## src/hdl/bmf_div.sv

```systemverilog
// ----------------------------------------------------------------------------
// bmf_div
// Divide by the window area: reciprocal multiply, quotient the cycle after start.
// ----------------------------------------------------------------------------
module bmf_div #(
	parameter int NUM_W = 13,
	parameter int DEN_W = 5
) (
	input  logic             clk,
	input  logic             arst_n,
	input  logic             start,
	input  logic [NUM_W-1:0] num,
	input  logic [DEN_W-1:0] den,
	output logic             done,
	output logic [NUM_W-1:0] quot
);

	localparam int SHIFT  = NUM_W + DEN_W;
	localparam int RCP_W  = SHIFT + 1;
	localparam int PROD_W = NUM_W + RCP_W;

	logic [RCP_W-1:0]  recip;
	logic [PROD_W-1:0] prod_q;

	always_comb begin
		recip = '0;
		for (int k = 1; k < 2 ** DEN_W; k++) begin
			if (den == DEN_W'(k)) begin
				recip = RCP_W'(((64'd1 << SHIFT) + 64'(k) - 64'd1) / 64'(k));
			end
		end
	end

	always_ff @(posedge clk or negedge arst_n) begin
		if (!arst_n) begin
			done <= 1'b0;
		end else begin
			done <= start;
		end
	end

	always_ff @(posedge clk) begin
		if (start) begin
			prod_q <= PROD_W'(num) * PROD_W'(recip);
		end
	end

	assign quot = prod_q[SHIFT +: NUM_W];

endmodule

```

## config.mk

```make
export PLATFORM = sky130hd
export DESIGN_NAME = bmf_div
export DESIGN_NICKNAME = d
export VERILOG_FILES = /design/src/hdl/bmf_div.sv
export SDC_FILE = /design/constraint.sdc
export NUM_CORES = 1
export LEC_CHECK = 0
export ABC_AREA = 1
export ABC_CLOCK_PERIOD_IN_PS = 800
export BUFFER_PORTS_ARGS = -buffer_cell sky130_fd_sc_hd__buf_2
export CORE_ASPECT_RATIO = 1.25
export CORE_UTILIZATION = 30
export DETAILED_ROUTE_END_ITERATION = 7
export GPL_TIMING_DRIVEN = 0
export PLACE_DENSITY = 0.45
export SYNTH_ARGS = -nofsm -noshare
export SYNTH_HDL_FRONTEND = slang
export SYNTH_SLANG_ARGS = --single-unit
```

## constraint.sdc

```tcl
create_clock -name clk -period 0.8 [get_ports clk]
set_input_delay 0.16 -clock clk [delete_from_list [all_inputs] [get_ports clk]]
set_output_delay 0.16 -clock clk [all_outputs]
set_load 0.05 [all_outputs]
```

==> flow_metrics.py <==
metrics = {
    "outcome": {
        "outcome": "finished, violations left",
        "violations": "negative setup slack",
    },
    "yosys": {
        "yosys.area_share.simple_pct": 23.7,
        "synth_top_area_share_pct": 41.4,
        "synth_compound_gate_area_share_pct": 4.88,
        "async_reset_ff_share_pct": 7.14,
        "share_of_the_yosys_chip_area_belonging_to_registers_pct": 4.65,
        "muxShareOfSynthArea_pct": 0,
        "mean_instance_size_in_the_synthesized_netlist_sq_um": 7.45,
        "synth_cell_type_count": 44,
        "ys_ff_latch": 14,
        "netlist.top_cell.by_area": "sky130_fd_sc_hd__fa_1",
        "synth_nets": 1476,
        "postSynth.topFlopCell": "sky130_fd_sc_hd__edfxtp_1",
        "synth_top_family_by_area": "adder cells",
        "xor_xnor_share_of_the_synthesized_area_pct": 0.588,
        "yosys_warnings": 0,
        "postSynthCellCount": 1200,
        "synth_top_cells_by_area": "sky130_fd_sc_hd__fa_1 41%, sky130_fd_sc_hd__inv_1 13%, sky130_fd_sc_hd__nand2_1 11%",
        "mappedNetlistArea_sq_mm": 0.00894,
        "synth_adder_area_share_pct": 51.2,
        "synth-edff-count": 13,
    },
    "layout": {
        "n_fill_cell": 3127,
        "most-common-layout-cells": "281 x sky130_fd_sc_hd__inv_1, 219 x sky130_fd_sc_hd__nand2_1, 179 x sky130_fd_sc_hd__fa_1, 139 x sky130_fd_sc_hd__nor2_1, 56 x sky130_fd_sc_hd__ha_1",
        "fin_cells": 1689,
        "final_common_cell": "sky130_fd_sc_hd__inv_1",
        "post-route-cell-area_sq_mm": 0.0113,
        "diodes": 0,
        "finish.net_count": 1570,
        "fraction_of_final_layout_cells_sized_beyond_drive_strength_1_pct": 22.8,
        "layout-area-overhead-vs-synth_pct": 26.1,
    },
    "global_route": {
        "total_grt_usage_pct": 19.9,
        "wire_length_of_the_first_global_routing_pass_um": 46200,
        "globalRoute.busiestLayer": "met2",
        "first_global_vias": 8551,
        "grt_start_max_net_pins": 15,
        "residual_overflow_from_global_routing": 0,
        "global_route_met2_utilization_pct": 37.9,
        "met3_usage_pct": 1.02,
        "antenna_found_initial": 0,
        "globalRouteMet1Util_pct": 25.0,
    },
    "critical_path": {
        "worst_setup_path_startpoint": "den[0]",
        "worst_path_largest_cell_delay_ps": 570,
        "worstSetupStartpointType": "input pin",
        "critical_path.endpoint": "prod_q[23]",
        "worst-endpoint-required_ps": 790,
        "crit_fanout": 7,
        "worstSetupEndpointType": "flip-flop",
        "crit_path_max_delay_cell_type": "sky130_fd_sc_hd__fa_2",
        "timing.setup.critical_path_class": "input pin to flip-flop",
        "cp_data_arrival_time_ps": 5830,
    },
    "floorplanning": {
        "num_io_pins": 35,
        "die_area_sq_mm": 0.0305,
        "dieHeight_um": 195,
        "core_region_area_sq_mm": 0.0293,
        "start_util_pct": 30.6,
        "fp-row-count": 70,
        "width_of_the_die_um": 156,
    },
    "route": {
        "drcViolationCount": 0,
        "first_iteration_detailed_routing_drc_count": 421,
        "number_of_nets_with_antenna_violations_after_routing": 0,
        "route.detailed.vias_per_inst": 4.76,
        "route.detailed.wl_per_inst_um": 17.1,
        "detail_route.first_pass.iterations": 5,
        "drt-total-wl_um": 28900,
        "vias": 8039,
    },
    "place": {
        "dpl_cell_area_sq_mm": 0.00976,
        "hpwlAfterDp_um": 23700,
        "numPlacedInstances": 1620,
        "routabilityCongestion": 0.877,
        "port-buffer-count": 24,
    },
    "sta": {
        "fmax_mhz": 171,
        "final_hold_viol_count": 0,
        "layout_setup_ws_ps": -5050,
        "final.min_clock_period_ps": 5850,
        "max-slew-margin-rel_pct": 45.2,
        "rsz_0062_raised_after_global_routing": "yes",
        "timing.final.setup_violations": 27,
        "drv_slew": 0,
        "timing.final.crit_share_pct": 731,
        "worstMarginPinSlew_ps": 823,
    },
    "clock_network": {
        "worst_setup_hold_path_clk_slew_ps": 50,
        "htreeDepth": 1,
        "cts_made_buffers": 3,
        "root_buffer": "sky130_fd_sc_hd__clkbuf_16",
        "clkSinkCount": 14,
        "cts_tree": "built",
        "clockBufferDepth": 2,
    },
    "pwr": {
        "sw_frac_of_total_pct": 55.4,
        "irDropWorstVdd_uv": 4380,
        "power.leakage_nw": 5.75,
        "power.density_cell_area_mw_per_mm2": 4670,
        "internal_power_mw": 23.4,
        "combPwrFrac_pct": 94.8,
        "net_switching_power_mw": 29.2,
        "pwr-share-seq_pct": 3.2,
        "p_clk_share_pct": 1.9,
    },
    "min_path": {
        "min_path_type": "input pin to async pin",
    },
    "flow_run": {
        "timing.max_cap.violations": 0,
    },
}
==> metal layers <==
| layer | vias up | wire, um |
|---|---|---|
| met1 | 4109 | 11900 |
| met2 | 162 | 15500 |
| met4 | 0 | 472 |
| met3 | 32 | 917 |
| li1 | 3736 | - |
| met5 | - | 0 |
==> kinds of logic (layout without fill, tap and decap cells) <==
kind of cell / after synthesis / count (layout)
buffers and inverters: 350 / 443
flip-flops: 14 / 14
adder cells (fa/ha/maj): 255 / 255
AO/OA/AOI/OAI: 73 / 73
AND/OR/NAND/NOR: 502 / 502
XOR/XNOR: 6 / 6
==> worst min-delay path by stage <==
stage | to | slack (ps)
final | done | 230
after global routing | done | 230
after CTS | done | 210
after detailed placement | done | -60
after global placement | done | -70
after floorplan | done | -140
==> state kept, by name, indices dropped and copies added (netlist names) <==
name and cells:
done 1, prod_q 13
==> critical path, delay by kind of cell <==
family	cells	cell delay [ps]
buffers and inverters	9	780
AOI/OAI and AO/OA	1	250
adders and majority gates	6	2870
and+or+nand+nor	15	1760
==> layout make-up <==
type	instances	area [sq um]	area share, %
Multi-Input combinational cell	836	8020	71.1
Sequential cell	14	415	3.68
Timing Repair Buffer	89	823	7.30
Inverter	324	1250	11.1
Buffer	26	186	1.65
Clock buffer	4	88.8	0.788
Tap cell	396	495	4.39
==> synth_stat cells (3+ instances only) <==
| master | n |
|---|---|
| sky130_fd_sc_hd__a21oi_1 | 30 |
| sky130_fd_sc_hd__a31oi_1 | 3 |
| sky130_fd_sc_hd__buf_1 | 6 |
| sky130_fd_sc_hd__buf_2 | 5 |
| sky130_fd_sc_hd__clkbuf_1 | 12 |
| sky130_fd_sc_hd__clkinv_1 | 6 |
| sky130_fd_sc_hd__edfxtp_1 | 13 |
| sky130_fd_sc_hd__fa_1 | 185 |
| sky130_fd_sc_hd__ha_1 | 70 |
| sky130_fd_sc_hd__inv_1 | 303 |
| sky130_fd_sc_hd__inv_2 | 15 |
| sky130_fd_sc_hd__nand2_1 | 258 |
| sky130_fd_sc_hd__nand2_2 | 9 |
| sky130_fd_sc_hd__nand3_1 | 30 |
| sky130_fd_sc_hd__nand3_2 | 6 |
| sky130_fd_sc_hd__nand4_1 | 11 |
| sky130_fd_sc_hd__nor2_1 | 156 |
| sky130_fd_sc_hd__nor2_2 | 7 |
| sky130_fd_sc_hd__nor3_1 | 9 |
| sky130_fd_sc_hd__nor4_1 | 8 |
| sky130_fd_sc_hd__o21a_1 | 6 |
| sky130_fd_sc_hd__o21ai_0 | 18 |
| sky130_fd_sc_hd__xnor2_1 | 4 |
==> metrics by stage <==
step / utilization [%] / hold slack, ps / setup slack [ps] / setup TNS, ps / power (mW)
global route: 38.5 / 231 / -5280 / -69640 / 57.5
CTS: 36.4 / 214 / -5080 / -66840 / 47.7
finish: 38.5 / 227 / -5050 / -65850 / 52.6
detailed placement: 33.4 / -63.6 / -6000 / -74920 / 35.2
global placement: 33.4 / -65.7 / -6070 / -76130 / 35.1
floorplan: - / -136 / -4700 / -59010 / 26.8
==> power groups by stage <==
| stage | combinational [mW] | sequential (mW) | clock (mW) |
|---|---|---|---|
| floorplan | 24.2 | 2.62 | 0 |
| global placement | 33.5 | 1.57 | 0 |
| detailed placement | 33.6 | 1.58 | 0 |
| CTS | 45.0 | 1.69 | 1.05 |
| global route | 54.7 | 1.72 | 1.10 |
| finish | 49.9 | 1.70 | 1.03 |
==> timing repair <==
action / in CTS / in global routing
hold buffers: 1 / 0
endpoints found under the hold margin: 1 / 0
setup endpoints to repair: 27 / 27
setup buffers: 30 / 35
resized for setup: 145 / 101
pin swaps: 63 / 60
Note: power is estimated with default switching activity, not from simulation.
